**config.mk**
```make
export PLATFORM = sky130hd
export DESIGN_NAME = vision_target_smoother_top
export DESIGN_NICKNAME = d
export VERILOG_FILES = /design/src/rtl/vts_pkg.sv /design/src/rtl/vts_track.sv /design/src/rtl/vts_mean.sv /design/src/rtl/vision_target_smoother_top.sv
export SDC_FILE = /design/constraint.sdc
export NUM_CORES = 2
export LEC_CHECK = 0
export BUFFER_PORTS_ARGS = -buffer_cell sky130_fd_sc_hd__buf_2
export CORE_ASPECT_RATIO = 0.7
export CORE_MARGIN = 2
export CORE_UTILIZATION = 63
export DETAILED_ROUTE_END_ITERATION = 7
export PLACE_DENSITY = 0.91
export SYNTH_ARGS = -nofsm -noshare
export SYNTH_HDL_FRONTEND = slang
export SYNTH_SLANG_ARGS = --single-unit
export TNS_END_PERCENT = 100
```
**constraint.sdc**
```tcl
create_clock -name clk -period 8.4 [get_ports clk]
set_input_delay 0.84 -clock clk [delete_from_list [all_inputs] [get_ports clk]]
set_output_delay 0.84 -clock clk [all_outputs]
set_load 0.05 [all_outputs]
```
**src/rtl/vts_pkg.sv**
```systemverilog
package vts_pkg;

	// Field widths of the request and result channels.
	localparam int CHAR_W    = 8;
	localparam int CMD_W     = 2;
	localparam int LIMIT_W   = 10;
	localparam int GAIN_W    = 4;
	localparam int HELD_W    = 11;
	localparam int DEC_W     = 16;
	localparam int SMOOTH_W  = 16;
	localparam int STEER_W   = 32;
	localparam int TURRET_W  = 16;
	localparam int CFG_W     = 16;
	localparam int CFG_IDX_W = 3;

	// Window depth default and value bounds used to size the datapath.
	localparam int WINDOW_DEF = 20;
	localparam int HELD_MAX   = 999;
	localparam int GAIN_MAX   = 2 ** GAIN_W - 1;
	localparam int MEAN_SCALE = 20;

	// ASCII codes of the frame.
	localparam logic [CHAR_W-1:0] ASCII_MINUS = 8'd45;
	localparam logic [CHAR_W-1:0] ASCII_ZERO  = 8'd48;

	// Reset values of the configuration registers and the turret angle.
	localparam logic [LIMIT_W-1:0]  X_REJECT_RST = 10'd300;
	localparam logic [LIMIT_W-1:0]  X_CLAMP_RST  = 10'd100;
	localparam logic [LIMIT_W-1:0]  Y_REJECT_RST = 10'd200;
	localparam logic [LIMIT_W-1:0]  Y_CLAMP_RST  = 10'd50;
	localparam logic [GAIN_W-1:0]   GAIN_RST     = 4'd3;
	localparam logic [TURRET_W-1:0] TURRET_LOW_RST  = 16'd2000;
	localparam logic [TURRET_W-1:0] TURRET_HIGH_RST = 16'd10000;
	localparam logic [TURRET_W-1:0] TURRET_RST      = 16'd6000;

	typedef enum logic [CMD_W-1:0] {
		CMD_HOLD = 2'd0,
		CMD_GET  = 2'd1,
		CMD_NONE = 2'd2,
		CMD_LOCK = 2'd3
	} cmd_t;

	typedef enum logic [CFG_IDX_W-1:0] {
		REG_X_REJECT   = 3'd0,
		REG_X_CLAMP    = 3'd1,
		REG_Y_REJECT   = 3'd2,
		REG_Y_CLAMP    = 3'd3,
		REG_STEER_GAIN = 3'd4,
		REG_TURRET_LOW = 3'd5,
		REG_TURRET_HIGH = 3'd6
	} cfg_reg_t;

	typedef logic signed [HELD_W-1:0]   held_t;
	typedef logic signed [SMOOTH_W-1:0] smooth_t;

	// Result of the mean stages handed to the steering stage.
	typedef struct packed {
		held_t   held_x;
		held_t   held_y;
		smooth_t smooth_x;
		smooth_t smooth_y;
	} mean_t;

endpackage

```
**src/rtl/vts_track.sv**
```systemverilog
module vts_track #(
	parameter int WINDOW = vts_pkg::WINDOW_DEF,
	localparam int SUM_W = $clog2(WINDOW * vts_pkg::HELD_MAX + 1) + 1
) (
	input  logic                          clk,
	input  logic                          arst_n,
	input  logic                          in_valid,
	output logic                          in_ready,
	input  logic [vts_pkg::CMD_W-1:0]     command,
	input  logic [vts_pkg::CHAR_W-1:0]    x_sign_char,
	input  logic [vts_pkg::CHAR_W-1:0]    x_tens_char,
	input  logic [vts_pkg::CHAR_W-1:0]    x_ones_char,
	input  logic [vts_pkg::CHAR_W-1:0]    x_tenths_char,
	input  logic [vts_pkg::CHAR_W-1:0]    y_sign_char,
	input  logic [vts_pkg::CHAR_W-1:0]    y_tens_char,
	input  logic [vts_pkg::CHAR_W-1:0]    y_ones_char,
	input  logic [vts_pkg::CHAR_W-1:0]    y_tenths_char,
	input  logic [vts_pkg::LIMIT_W-1:0]   x_reject_limit,
	input  logic [vts_pkg::LIMIT_W-1:0]   x_clamp_limit,
	input  logic [vts_pkg::LIMIT_W-1:0]   y_reject_limit,
	input  logic [vts_pkg::LIMIT_W-1:0]   y_clamp_limit,
	output logic                          out_valid,
	input  logic                          out_ready,
	output vts_pkg::held_t                held_x,
	output vts_pkg::held_t                held_y,
	output logic signed [SUM_W-1:0]       sum_x,
	output logic signed [SUM_W-1:0]       sum_y
);
	import vts_pkg::*;

	// Decode tens, ones and tenths digits; a non-digit byte counts as byte minus '0'.
	function automatic logic signed [DEC_W-1:0] decode_fn(
		logic [CHAR_W-1:0] s,
		logic [CHAR_W-1:0] t,
		logic [CHAR_W-1:0] o,
		logic [CHAR_W-1:0] f
	);
		logic signed [DEC_W-1:0] d_t;
		logic signed [DEC_W-1:0] d_o;
		logic signed [DEC_W-1:0] d_f;
		logic signed [DEC_W-1:0] v;
		d_t = $signed({8'd0, t}) - $signed({8'd0, ASCII_ZERO});
		d_o = $signed({8'd0, o}) - $signed({8'd0, ASCII_ZERO});
		d_f = $signed({8'd0, f}) - $signed({8'd0, ASCII_ZERO});
		v = d_t * 16'sd100 + d_o * 16'sd10 + d_f;
		if (s == ASCII_MINUS) begin
			v = -v;
		end
		return v;
	endfunction

	// Reject values beyond the reject limit, then clamp to the clamp limit.
	function automatic held_t filter_fn(
		logic signed [DEC_W-1:0] v,
		logic [LIMIT_W-1:0]      rej,
		logic [LIMIT_W-1:0]      lim
	);
		logic signed [DEC_W:0] ve;
		logic signed [DEC_W:0] re;
		logic signed [DEC_W:0] ce;
		logic signed [DEC_W:0] nce;
		held_t r;
		ve = {v[DEC_W-1], v};
		re = $signed({7'd0, rej});
		ce = $signed({7'd0, lim});
		nce = -ce;
		if (ve > re || ve < -re) begin
			r = '0;
		end else if (ve > ce) begin
			r = ce[HELD_W-1:0];
		end else if (ve < nce) begin
			r = nce[HELD_W-1:0];
		end else begin
			r = ve[HELD_W-1:0];
		end
		return r;
	endfunction

	logic                    valid_s1;
	logic                    valid_s2;
	logic                    ld_s2;
	cmd_t                    cmd_s1;
	logic signed [DEC_W-1:0] dx_s1;
	logic signed [DEC_W-1:0] dy_s1;
	logic signed [DEC_W-1:0] cand_x;
	logic signed [DEC_W-1:0] cand_y;
	held_t                   fx;
	held_t                   fy;
	held_t                   cur_x_q;
	held_t                   cur_y_q;
	logic signed [SUM_W-1:0] sum_x_q;
	logic signed [SUM_W-1:0] sum_y_q;
	held_t                   win_x_q [WINDOW];
	held_t                   win_y_q [WINDOW];
	logic [HELD_W-1:0]       mag_x;
	logic [HELD_W-1:0]       mag_y;

	// Stage handshake: a stage loads when it is empty or its content moves on.
	assign ld_s2    = valid_s1 && (!valid_s2 || out_ready);
	assign in_ready = !valid_s1 || ld_s2;

	always_ff @(posedge clk or negedge arst_n) begin
		if (!arst_n) begin
			valid_s1 <= 1'b0;
			valid_s2 <= 1'b0;
		end else begin
			if (in_ready) begin
				valid_s1 <= in_valid;
			end
			if (!valid_s2 || out_ready) begin
				valid_s2 <= valid_s1;
			end
		end
	end

	// Input register holds the command and the decoded offsets.
	always_ff @(posedge clk) begin
		if (in_valid && in_ready) begin
			cmd_s1 <= cmd_t'(command);
			dx_s1  <= decode_fn(x_sign_char, x_tens_char, x_ones_char, x_tenths_char);
			dy_s1  <= decode_fn(y_sign_char, y_tens_char, y_ones_char, y_tenths_char);
		end
	end

	// Pick the new, zero or held offset and filter it under the current limits.
	always_comb begin
		case (cmd_s1)
			CMD_GET: begin
				cand_x = dx_s1;
				cand_y = dy_s1;
			end
			CMD_NONE: begin
				cand_x = '0;
				cand_y = '0;
			end
			default: begin
				cand_x = {{(DEC_W - HELD_W){cur_x_q[HELD_W-1]}}, cur_x_q};
				cand_y = {{(DEC_W - HELD_W){cur_y_q[HELD_W-1]}}, cur_y_q};
			end
		endcase
		fx = filter_fn(cand_x, x_reject_limit, x_clamp_limit);
		fy = filter_fn(cand_y, y_reject_limit, y_clamp_limit);
	end

	// Held values, window shift line and running sums.
	always_ff @(posedge clk or negedge arst_n) begin
		if (!arst_n) begin
			cur_x_q <= '0;
			cur_y_q <= '0;
			sum_x_q <= '0;
			sum_y_q <= '0;
			for (int i = 0; i < WINDOW; i++) begin
				win_x_q[i] <= '0;
				win_y_q[i] <= '0;
			end
		end else if (ld_s2) begin
			cur_x_q <= fx;
			cur_y_q <= fy;
			sum_x_q <= sum_x_q + {{(SUM_W - HELD_W){fx[HELD_W-1]}}, fx}
				- {{(SUM_W - HELD_W){win_x_q[WINDOW-1][HELD_W-1]}}, win_x_q[WINDOW-1]};
			sum_y_q <= sum_y_q + {{(SUM_W - HELD_W){fy[HELD_W-1]}}, fy}
				- {{(SUM_W - HELD_W){win_y_q[WINDOW-1][HELD_W-1]}}, win_y_q[WINDOW-1]};
			win_x_q[0] <= fx;
			win_y_q[0] <= fy;
			for (int i = 1; i < WINDOW; i++) begin
				win_x_q[i] <= win_x_q[i-1];
				win_y_q[i] <= win_y_q[i-1];
			end
		end
	end

	assign out_valid = valid_s2;
	assign held_x    = cur_x_q;
	assign held_y    = cur_y_q;
	assign sum_x     = sum_x_q;
	assign sum_y     = sum_y_q;

	// Magnitudes of the held values, for checking against the limits.
	assign mag_x = cur_x_q[HELD_W-1] ? HELD_W'(-cur_x_q) : cur_x_q;
	assign mag_y = cur_y_q[HELD_W-1] ? HELD_W'(-cur_y_q) : cur_y_q;

`ifndef SYNTHESIS
	a_held_within_limits: assert property (@(posedge clk) disable iff (!arst_n)
		ld_s2 |=> (mag_x <= {1'b0, $past(x_clamp_limit)})
			&& (mag_x <= {1'b0, $past(x_reject_limit)})
			&& (mag_y <= {1'b0, $past(y_clamp_limit)})
			&& (mag_y <= {1'b0, $past(y_reject_limit)}))
		else $error("held offset exceeds its limits");
`endif

endmodule

```
**src/rtl/vts_mean.sv**
```systemverilog
module vts_mean #(
	parameter int WINDOW = vts_pkg::WINDOW_DEF,
	localparam int SUM_W = $clog2(WINDOW * vts_pkg::HELD_MAX + 1) + 1
) (
	input  logic                        clk,
	input  logic                        arst_n,
	input  logic                        in_valid,
	output logic                        in_ready,
	input  vts_pkg::held_t              held_x,
	input  vts_pkg::held_t              held_y,
	input  logic signed [SUM_W-1:0]     sum_x,
	input  logic signed [SUM_W-1:0]     sum_y,
	input  logic [vts_pkg::GAIN_W-1:0]  steer_gain,
	output logic                        out_valid,
	input  logic                        out_ready,
	output vts_pkg::mean_t              mean
);
	import vts_pkg::*;

	function automatic int gcd_fn(int a, int b);
		int p;
		int q;
		p = a;
		q = b;
		while (p != q) begin
			if (p > q) begin
				p = p - q;
			end else begin
				q = q - p;
			end
		end
		return p;
	endfunction

	// Scale 20/WINDOW reduced to NUM/DEN; division by DEN is a reciprocal multiply.
	localparam int G        = gcd_fn(MEAN_SCALE, WINDOW);
	localparam int NUM      = MEAN_SCALE / G;
	localparam int DEN      = WINDOW / G;
	localparam int NUM_BITS = $clog2(NUM + 1);
	localparam int L        = $clog2(DEN);
	localparam int SUM_MAG  = WINDOW * HELD_MAX;
	localparam int MAG_W    = SUM_W - 1;
	localparam int AX_W     = $clog2(SUM_MAG * GAIN_MAX + 1);
	localparam int AY_W     = $clog2(SUM_MAG * NUM + 1);
	localparam int N_W      = $clog2(SUM_MAG * GAIN_MAX * NUM + 1);
	localparam int SHIFT    = N_W + L;
	localparam int M_W      = N_W + 2;
	localparam int PROD_W   = N_W + M_W;
	localparam int QW       = PROD_W - SHIFT;
	localparam int QE_W     = (QW > SMOOTH_W + 1) ? QW : SMOOTH_W + 1;
	localparam logic [63:0] M_FULL = ((64'd1 << SHIFT) + 64'(DEN) - 64'd1) / 64'(DEN);
	localparam logic [M_W-1:0] M_VAL = M_FULL[M_W-1:0];

	// Apply the sign and saturate to the signed result range.
	function automatic smooth_t sat_fn(logic [QE_W-1:0] q, logic neg);
		logic [QE_W-1:0] nq;
		smooth_t r;
		nq = -q;
		if (!neg) begin
			if (q > QE_W'(2 ** (SMOOTH_W - 1) - 1)) begin
				r = smooth_t'(2 ** (SMOOTH_W - 1) - 1);
			end else begin
				r = q[SMOOTH_W-1:0];
			end
		end else begin
			if (q > QE_W'(2 ** (SMOOTH_W - 1))) begin
				r = {1'b1, {(SMOOTH_W - 1){1'b0}}};
			end else begin
				r = nq[SMOOTH_W-1:0];
			end
		end
		return r;
	endfunction

	logic                       valid_s3;
	logic                       valid_s4;
	logic                       valid_s5;
	logic                       ld_s3;
	logic                       ld_s4;
	logic                       ld_s5;
	logic [MAG_W-1:0]           mag_x;
	logic [MAG_W-1:0]           mag_y;
	logic [MAG_W+GAIN_W-1:0]    ax_full;
	logic [MAG_W+NUM_BITS-1:0]  ay_full;
	logic [AX_W-1:0]            ax_s3;
	logic [AY_W-1:0]            ay_s3;
	logic                       neg_x_s3;
	logic                       neg_y_s3;
	held_t                      hx_s3;
	held_t                      hy_s3;
	logic [AX_W+NUM_BITS-1:0]   nx_full;
	logic [N_W-1:0]             nx_s4;
	logic [N_W-1:0]             ny_s4;
	logic                       neg_x_s4;
	logic                       neg_y_s4;
	held_t                      hx_s4;
	held_t                      hy_s4;
	logic [PROD_W-1:0]          prod_x;
	logic [PROD_W-1:0]          prod_y;
	logic [QE_W-1:0]            qx;
	logic [QE_W-1:0]            qy;
	mean_t                      mean_s5;

	// Stage handshake with bubble removal.
	assign ld_s5    = valid_s4 && (!valid_s5 || out_ready);
	assign ld_s4    = valid_s3 && (!valid_s4 || ld_s5);
	assign ld_s3    = in_valid && in_ready;
	assign in_ready = !valid_s3 || ld_s4;

	always_ff @(posedge clk or negedge arst_n) begin
		if (!arst_n) begin
			valid_s3 <= 1'b0;
			valid_s4 <= 1'b0;
			valid_s5 <= 1'b0;
		end else begin
			if (in_ready) begin
				valid_s3 <= in_valid;
			end
			if (!valid_s4 || ld_s5) begin
				valid_s4 <= valid_s3;
			end
			if (!valid_s5 || out_ready) begin
				valid_s5 <= valid_s4;
			end
		end
	end

	// Magnitudes of the sums times gain (x) and times the scale numerator (y).
	always_comb begin
		mag_x   = sum_x[SUM_W-1] ? MAG_W'(-sum_x) : MAG_W'(sum_x);
		mag_y   = sum_y[SUM_W-1] ? MAG_W'(-sum_y) : MAG_W'(sum_y);
		ax_full = (MAG_W + GAIN_W)'(mag_x) * (MAG_W + GAIN_W)'(steer_gain);
		ay_full = (MAG_W + NUM_BITS)'(mag_y) * (MAG_W + NUM_BITS)'(NUM);
	end

	always_ff @(posedge clk) begin
		if (ld_s3) begin
			ax_s3    <= ax_full[AX_W-1:0];
			ay_s3    <= ay_full[AY_W-1:0];
			neg_x_s3 <= sum_x[SUM_W-1];
			neg_y_s3 <= sum_y[SUM_W-1];
			hx_s3    <= held_x;
			hy_s3    <= held_y;
		end
	end

	// Scale numerator on x.
	assign nx_full = (AX_W + NUM_BITS)'(ax_s3) * (AX_W + NUM_BITS)'(NUM);

	always_ff @(posedge clk) begin
		if (ld_s4) begin
			nx_s4    <= nx_full[N_W-1:0];
			ny_s4    <= N_W'(ay_s3);
			neg_x_s4 <= neg_x_s3;
			neg_y_s4 <= neg_y_s3;
			hx_s4    <= hx_s3;
			hy_s4    <= hy_s3;
		end
	end

	// Truncating division by DEN through the rounded-up reciprocal.
	always_comb begin
		prod_x = PROD_W'(nx_s4) * PROD_W'(M_VAL);
		prod_y = PROD_W'(ny_s4) * PROD_W'(M_VAL);
		qx     = QE_W'(prod_x[PROD_W-1:SHIFT]);
		qy     = QE_W'(prod_y[PROD_W-1:SHIFT]);
	end

	always_ff @(posedge clk) begin
		if (ld_s5) begin
			mean_s5.held_x   <= hx_s4;
			mean_s5.held_y   <= hy_s4;
			mean_s5.smooth_x <= sat_fn(qx, neg_x_s4);
			mean_s5.smooth_y <= sat_fn(qy, neg_y_s4);
		end
	end

	assign out_valid = valid_s5;
	assign mean      = mean_s5;

`ifndef SYNTHESIS
	a_mean_sign: assert property (@(posedge clk) disable iff (!arst_n)
		ld_s5 |=> ($past(neg_x_s4) ? (mean_s5.smooth_x <= 0) : (mean_s5.smooth_x >= 0))
			&& ($past(neg_y_s4) ? (mean_s5.smooth_y <= 0) : (mean_s5.smooth_y >= 0)))
		else $error("mean sign differs from the window sum sign");
`endif

endmodule

```
**src/rtl/vision_target_smoother_top.sv**
```systemverilog
// Vision target smoother.
// Request channel (in_valid/in_ready): one command with an ASCII frame for x and y.
// A "get" command decodes the frame, "none" zeroes the offsets, others keep them.
// The offsets are filtered, averaged over a WINDOW-deep shift line, and the means
// move the steering targets and, when it stays in its window, the turret angle.
// Result channel (out_valid/out_ready): one result for every request, in order.
// Configuration: cfg_we writes cfg_data into the register chosen by cfg_idx at
// once; the user must write it only while no request is in flight. The block
// itself does not enforce this. The stages in order: decode, filter and sum,
// gain, scale, reciprocal divide, steering.
// Throughput: one request per cycle while the receiver keeps out_ready high;
// every stage holds one request and the gain multiply, the scale multiply and
// the reciprocal multiply each sit in a stage of their own.
// Reset clears the window and sums at once, loads the register defaults and
// sets the turret to 6000. No clearing pass is needed.
// When the receiver stalls, the result register holds and the stages behind it
// keep filling; in_ready falls only once all six stages are occupied.
module vision_target_smoother_top #(
	parameter int WINDOW = vts_pkg::WINDOW_DEF
) (
	input  logic                          clk,
	input  logic                          arst_n,
	input  logic                          cfg_we,
	input  logic [vts_pkg::CFG_IDX_W-1:0] cfg_idx,
	input  logic [vts_pkg::CFG_W-1:0]     cfg_data,
	input  logic                          in_valid,
	output logic                          in_ready,
	input  logic [vts_pkg::CMD_W-1:0]     command,
	input  logic [vts_pkg::CHAR_W-1:0]    x_sign_char,
	input  logic [vts_pkg::CHAR_W-1:0]    x_tens_char,
	input  logic [vts_pkg::CHAR_W-1:0]    x_ones_char,
	input  logic [vts_pkg::CHAR_W-1:0]    x_tenths_char,
	input  logic [vts_pkg::CHAR_W-1:0]    y_sign_char,
	input  logic [vts_pkg::CHAR_W-1:0]    y_tens_char,
	input  logic [vts_pkg::CHAR_W-1:0]    y_ones_char,
	input  logic [vts_pkg::CHAR_W-1:0]    y_tenths_char,
	output logic                          out_valid,
	input  logic                          out_ready,
	output vts_pkg::held_t                held_x,
	output vts_pkg::held_t                held_y,
	output vts_pkg::smooth_t              smooth_x,
	output vts_pkg::smooth_t              smooth_y,
	output logic signed [vts_pkg::STEER_W-1:0] left_steer_out,
	output logic signed [vts_pkg::STEER_W-1:0] right_steer_out,
	output logic [vts_pkg::TURRET_W-1:0]  turret_out
);
	import vts_pkg::*;

	localparam int SUM_W = $clog2(WINDOW * HELD_MAX + 1) + 1;

	logic [LIMIT_W-1:0]        x_reject_limit_q;
	logic [LIMIT_W-1:0]        x_clamp_limit_q;
	logic [LIMIT_W-1:0]        y_reject_limit_q;
	logic [LIMIT_W-1:0]        y_clamp_limit_q;
	logic [GAIN_W-1:0]         steer_gain_q;
	logic [TURRET_W-1:0]       turret_low_q;
	logic [TURRET_W-1:0]       turret_high_q;

	logic                      trk_valid;
	logic                      trk_ready;
	held_t                     trk_held_x;
	held_t                     trk_held_y;
	logic signed [SUM_W-1:0]   trk_sum_x;
	logic signed [SUM_W-1:0]   trk_sum_y;

	logic                      mean_valid;
	logic                      mean_ready;
	mean_t                     mean;

	logic                      ld_s6;
	logic                      out_valid_q;
	held_t                     held_x_q;
	held_t                     held_y_q;
	smooth_t                   smooth_x_q;
	smooth_t                   smooth_y_q;
	logic signed [STEER_W-1:0] left_steer_q;
	logic signed [STEER_W-1:0] right_steer_q;
	logic [TURRET_W-1:0]       turret_q;
	logic signed [STEER_W-1:0] step_x;
	logic signed [TURRET_W+1:0] turret_cand;
	logic                      turret_move;

	// Configuration registers.
	always_ff @(posedge clk or negedge arst_n) begin
		if (!arst_n) begin
			x_reject_limit_q <= X_REJECT_RST;
			x_clamp_limit_q  <= X_CLAMP_RST;
			y_reject_limit_q <= Y_REJECT_RST;
			y_clamp_limit_q  <= Y_CLAMP_RST;
			steer_gain_q     <= GAIN_RST;
			turret_low_q     <= TURRET_LOW_RST;
			turret_high_q    <= TURRET_HIGH_RST;
		end else if (cfg_we) begin
			case (cfg_idx)
				REG_X_REJECT:    x_reject_limit_q <= cfg_data[LIMIT_W-1:0];
				REG_X_CLAMP:     x_clamp_limit_q  <= cfg_data[LIMIT_W-1:0];
				REG_Y_REJECT:    y_reject_limit_q <= cfg_data[LIMIT_W-1:0];
				REG_Y_CLAMP:     y_clamp_limit_q  <= cfg_data[LIMIT_W-1:0];
				REG_STEER_GAIN:  steer_gain_q     <= cfg_data[GAIN_W-1:0];
				REG_TURRET_LOW:  turret_low_q     <= cfg_data[TURRET_W-1:0];
				REG_TURRET_HIGH: turret_high_q    <= cfg_data[TURRET_W-1:0];
				default: begin
				end
			endcase
		end
	end

	// Decode, filter and windowed sums.
	vts_track #(
		.WINDOW(WINDOW)
	) u_track (
		.clk           (clk),
		.arst_n        (arst_n),
		.in_valid      (in_valid),
		.in_ready      (in_ready),
		.command       (command),
		.x_sign_char   (x_sign_char),
		.x_tens_char   (x_tens_char),
		.x_ones_char   (x_ones_char),
		.x_tenths_char (x_tenths_char),
		.y_sign_char   (y_sign_char),
		.y_tens_char   (y_tens_char),
		.y_ones_char   (y_ones_char),
		.y_tenths_char (y_tenths_char),
		.x_reject_limit(x_reject_limit_q),
		.x_clamp_limit (x_clamp_limit_q),
		.y_reject_limit(y_reject_limit_q),
		.y_clamp_limit (y_clamp_limit_q),
		.out_valid     (trk_valid),
		.out_ready     (trk_ready),
		.held_x        (trk_held_x),
		.held_y        (trk_held_y),
		.sum_x         (trk_sum_x),
		.sum_y         (trk_sum_y)
	);

	// Gained and scaled means.
	vts_mean #(
		.WINDOW(WINDOW)
	) u_mean (
		.clk       (clk),
		.arst_n    (arst_n),
		.in_valid  (trk_valid),
		.in_ready  (trk_ready),
		.held_x    (trk_held_x),
		.held_y    (trk_held_y),
		.sum_x     (trk_sum_x),
		.sum_y     (trk_sum_y),
		.steer_gain(steer_gain_q),
		.out_valid (mean_valid),
		.out_ready (mean_ready),
		.mean      (mean)
	);

	// Result register takes a new request when empty or being drained.
	assign mean_ready = !out_valid_q || out_ready;
	assign ld_s6      = mean_valid && mean_ready;

	// Steering step and turret candidate from the means.
	always_comb begin
		step_x      = {{(STEER_W - SMOOTH_W){mean.smooth_x[SMOOTH_W-1]}}, mean.smooth_x};
		turret_cand = $signed({2'b00, turret_q})
			+ $signed({{2{mean.smooth_y[SMOOTH_W-1]}}, mean.smooth_y});
		turret_move = (turret_cand > $signed({2'b00, turret_low_q}))
			&& (turret_cand <= $signed({2'b00, turret_high_q}));
	end

	always_ff @(posedge clk or negedge arst_n) begin
		if (!arst_n) begin
			out_valid_q   <= 1'b0;
			left_steer_q  <= '0;
			right_steer_q <= '0;
			turret_q      <= TURRET_RST;
		end else begin
			if (mean_ready) begin
				out_valid_q <= mean_valid;
			end
			if (ld_s6) begin
				left_steer_q  <= left_steer_q - step_x;
				right_steer_q <= right_steer_q + step_x;
				if (turret_move) begin
					turret_q <= turret_cand[TURRET_W-1:0];
				end
			end
		end
	end

	always_ff @(posedge clk) begin
		if (ld_s6) begin
			held_x_q   <= mean.held_x;
			held_y_q   <= mean.held_y;
			smooth_x_q <= mean.smooth_x;
			smooth_y_q <= mean.smooth_y;
		end
	end

	assign out_valid       = out_valid_q;
	assign held_x          = held_x_q;
	assign held_y          = held_y_q;
	assign smooth_x        = smooth_x_q;
	assign smooth_y        = smooth_y_q;
	assign left_steer_out  = left_steer_q;
	assign right_steer_out = right_steer_q;
	assign turret_out      = turret_q;

`ifndef SYNTHESIS
	a_steer_mirror: assert property (@(posedge clk) disable iff (!arst_n)
		(left_steer_q + right_steer_q) == '0)
		else $error("left and right steering no longer mirror each other");

	a_turret_window: assert property (@(posedge clk) disable iff (!arst_n)
		ld_s6 |=> (turret_q == $past(turret_q))
			|| ((turret_q > $past(turret_low_q)) && (turret_q <= $past(turret_high_q))))
		else $error("turret moved outside its window");
`endif

endmodule
```
==> results.sh <==
export IMPL_drt_iter0_drc=3826
export IMPL_die_h_um=240
export IMPL_htree_levels=3
export IMPL_dieArea_mm2=0.0820
export IMPL_drtPass1Iterations=8
export IMPL_synth_compound_area_share_pct=10.2
export IMPL_yosysWarnings=0
export IMPL_p_clk_share_pct=15.9
export IMPL_grt_pass1_vias=37543
export IMPL_grt_pass1_wl_um=193000
export IMPL_yosys_area_share_simple_pct=17.9
export IMPL_netlist_area_mm2=0.0502
export IMPL_die_w_um=341
export IMPL_crit_family="compound AO/OA/AOI/OAI gates"
export IMPL_power_switching_mw=11.6
export IMPL_clk_pin_slew_ns=0.07
export IMPL_switching_share_pct=44.5
export IMPL_finalWirelength_um=119000
export IMPL_core_mm2=0.0788
export IMPL_worstMarginPinSlew_ns=1.30
export IMPL_hold_path_class="input pin to asynchronous set/reset pin"
export IMPL_gp_congestion=0.940
export IMPL_status="finished, final reports clean"
export IMPL_synth_top_family_by_area="simple AND/OR/NAND/NOR gates"
export IMPL_rsz0062_at_grt="false"
export IMPL_syn_avg_cell_area_um2=9.63
export IMPL_cts_root_buffer_cell="clkbuf_16"
export IMPL_cts_tree="yes"
export IMPL_slowest_delay_ns=0.79
export IMPL_post_route_drc_count=0
export IMPL_area_growth_pct=10.3
export IMPL_yosys_area_share_adder_pct=14.1
export IMPL_cts_path_max_buffers=3
export IMPL_ys_ff_latch=892
export IMPL_slowest_stage="a211oi_1"
export IMPL_syn_inst=5213
export IMPL_hpwl_um=82500
export IMPL_p_int_mw=14.5
export IMPL_hold_viol_final=0
export IMPL_synth_xor_area_share_pct=4.70
export IMPL_max_freq_mhz=141
export IMPL_antenna_left=0
export IMPL_critPathLaunch="u_track.cmd_s1[0]"
export IMPL_async_flop_share_pct=71.1
export IMPL_tns_ns=0
export IMPL_fin_skew_ns=0.0242
export IMPL_path_common_cell="o21a_1"
export IMPL_io_pins=226
export IMPL_critPathKind="flip-flop to flip-flop"
export IMPL_cp_num_buf_inv=3
export IMPL_numClockSinks=892
export IMPL_vdd_ir_drop_worst_mv=0.317
export IMPL_cp_end_kind="flip-flop"
export IMPL_synthMuxAreaShare_pct=1.86
export IMPL_post_route_util_pct=70.3
export IMPL_grtUsageTotal_pct=29.0
export IMPL_wire_per_inst_um=18.2
export IMPL_start_util_pct=63.7
export IMPL_ys_seq_area_share_pct=47.1
export IMPL_required_ns=8.91
export IMPL_grt_max_degree=205
export IMPL_antenna_found_initial=5
export IMPL_start_kind="flip-flop"
export IMPL_port_buffers=225
export IMPL_ys_dominant_reg_cell="dfrtp_1"
export IMPL_cts_hold_buf=0
export IMPL_clock_latency_ns=0.65
export IMPL_synth_fp_nets=5806
export IMPL_cp_data_arrival_time_ns=7.62
export IMPL_p_leak_nw=27.5
export IMPL_drive_above_1_share_pct=9.97
export IMPL_synth_cell_type_count=87
export IMPL_fillCellCount=5472
export IMPL_post_cts_buffers=0
export IMPL_critPathMaxFanout=33
export IMPL_period_needed_ns=7.11
export IMPL_drv_cap=0
export IMPL_tritoncts_num_buffers=86
export IMPL_p_seq_share_pct=30.5
export IMPL_grt_ovfl_total=0
export IMPL_via_count=38266
export IMPL_via_per_inst=5.87
export IMPL_slew_headroom_pct=12.8
export IMPL_p_comb_share_pct=53.6
export IMPL_period_share_pct=84.7
export IMPL_power_density_mw_per_mm2=471
export IMPL_cts_resized_gates=0
export IMPL_slew_viol_final=0
export IMPL_finalSetupViolations=0
export IMPL_rows=86
export IMPL_synth_edf_count=258
export IMPL_nets=5978
export IMPL_reg2reg_from="u_track.cmd_s1[0]"
-- synthesized netlist by cell type, types with 15 or more instances --
master / number / area share, %
a211oi_1: 32 / 0.48
a21o_1: 86 / 1.3
a21oi_1: 168 / 1.7
a31oi_1: 21 / 0.26
and2_1: 38 / 0.47
and3_1: 23 / 0.29
clkbuf_1: 169 / 1.3
dfrtp_1: 601 / 30
dfstp_2: 33 / 1.7
edfxtp_1: 258 / 15
fa_1: 101 / 4.0
ha_1: 402 / 10
inv_1: 362 / 2.7
mux2_2: 59 / 1.3
nand2_1: 1572 / 12
nand2b_1: 43 / 0.54
nand3_1: 60 / 0.60
nand4_1: 41 / 0.51
nor2_1: 124 / 0.93
nor2b_1: 42 / 0.52
nor3_1: 59 / 0.59
nor4_1: 15 / 0.19
o21a_1: 47 / 0.70
o21ai_0: 262 / 2.6
o21bai_1: 31 / 0.46
o31ai_1: 36 / 0.54
or2_2: 15 / 0.19
or3_1: 27 / 0.34
xnor2_1: 187 / 3.3
xor2_1: 82 / 1.4
-- flip-flops by register name, indices dropped and copies added, names as in the netlist, 19 cells and up --
name / cells
left_steer_out: 32
u_mean.ax_s3: 19
u_track.win_x_q: 209
right_steer_out: 32
u_mean.nx_s4: 19
u_mean.mean: 54
u_track.win_y_q: 209
-- cells by family (layout without fill, tap and decap cells) --
| group | Yosys count | count (layout) |
|---|---|---|
| compound gates | 809 | 809 |
| xor+xnor | 269 | 269 |
| fa+ha+maj | 503 | 503 |
| buf+inv | 538 | 782 |
| flops | 892 | 892 |
| mux | 81 | 81 |
| other cells | 0 | 3 |
| simple gates | 2121 | 2121 |
-- per-layer routing --
layer  vias up  global-route usage (%)  part of all wire [%]  wire length, um
met3       284                    4.82                   7.9             9390
li1      17909                       -                     -                -
met2      1500                    46.1                    46            54600
met1     18573                    40.9                    43            50600
met5         -                       0                     0                0
met4         0                    9.93                   3.3             3970
-- power groups by stage --
stage               logic (mW)  registers [mW]  clock network (mW)
floorplan                 9.86            8.30                   0
global placement          12.9            7.84                   0
detailed placement        13.6            7.93                   0
CTS                       13.8            7.90                4.20
global route              15.5            8.11                4.38
finish                    14.0            7.95                4.16
-- worst paths after layout --
path | endpoint | slack, ns | cells after the start
max | u_track.sum_y[15] | 1.29 | 28
min | turret_out[14] | 0.20 | 1
max reg2reg | u_track.sum_y[15] | 1.29 | 28
min reg2reg | held_x[4] | 0.41 | 0
max in group asynchronous | u_track.win_y_q[93] | 6.53 | 2
min in group clk | u_track.valid_s1 | 0.39 | 2
-- final cells by class --
class | count | area [um^2] | share of cell area, %
multi-input cells | 3783 | 24500 | 44.3
repair buffers | 258 | 1460 | 2.64
flip-flops and latches | 892 | 23700 | 42.7
clock buffers | 108 | 2350 | 4.24
inverters | 364 | 1370 | 2.47
well taps | 1056 | 1320 | 2.39
diodes | 3 | 7.51 | 0.0136
clock inverters | 52 | 659 | 1.19
-- metrics by stage --
step	instance area [um^2]	power [mW]	setup slack [ns]	cells	hold slack, ns
after floorplan	50200	18.2	1.71	5213	0.400
after global placement	52300	20.7	1.73	6353	0.400
after detailed placement	52300	21.5	1.50	6353	0.405
after CTS	55300	25.9	1.46	6513	0.229
after global routing	55300	28.0	0.801	6515	0.269
final	55300	26.1	1.29	6516	0.204
-- worst reg2reg max path: cells and delay by family, from the launching register on --
family,cells,cell delay [ns]
XOR/XNOR,1,0.19
buffers and inverters,3,0.57
AND/OR/NAND/NOR,3,0.43
flip-flops,1,0.38
multiplexers,1,0.29
adder cells (fa/ha/maj),4,1.47
AO/OA/AOI/OAI,16,3.68
-- placed cells by master (no fill, tap or decap), drive strengths merged, types with 14 or more instances in the layout --
| cell type | synthesis | final |
|---|---|---|
| nand2 | 1573 | 1573 |
| dfrtp | 601 | 601 |
| ha | 402 | 402 |
| inv | 363 | 374 |
| o21ai | 264 | 264 |
| edfxtp | 258 | 258 |
| buf | 5 | 258 |
| xnor2 | 187 | 187 |
| a21oi | 169 | 169 |
| nor2 | 124 | 124 |
| clkbuf | 169 | 108 |
| fa | 101 | 101 |
| a21o | 87 | 87 |
| xor2 | 82 | 82 |
| mux2 | 69 | 69 |
| nand3 | 60 | 60 |
| nor3 | 59 | 59 |
| o21a | 47 | 47 |
| nand2b | 44 | 44 |
| nor2b | 42 | 42 |
| nand4 | 41 | 41 |
| and2 | 41 | 41 |
| o31ai | 36 | 36 |
| dfstp | 33 | 33 |
| a211oi | 32 | 32 |
| o21bai | 32 | 32 |
| or3 | 28 | 28 |
| and3 | 23 | 23 |
| clkinv | 1 | 22 |
| a31oi | 21 | 21 |
| nor4 | 15 | 15 |
| or2 | 15 | 15 |
| or4 | 14 | 14 |
No activity file was read; power rests on OpenSTA's default activity.
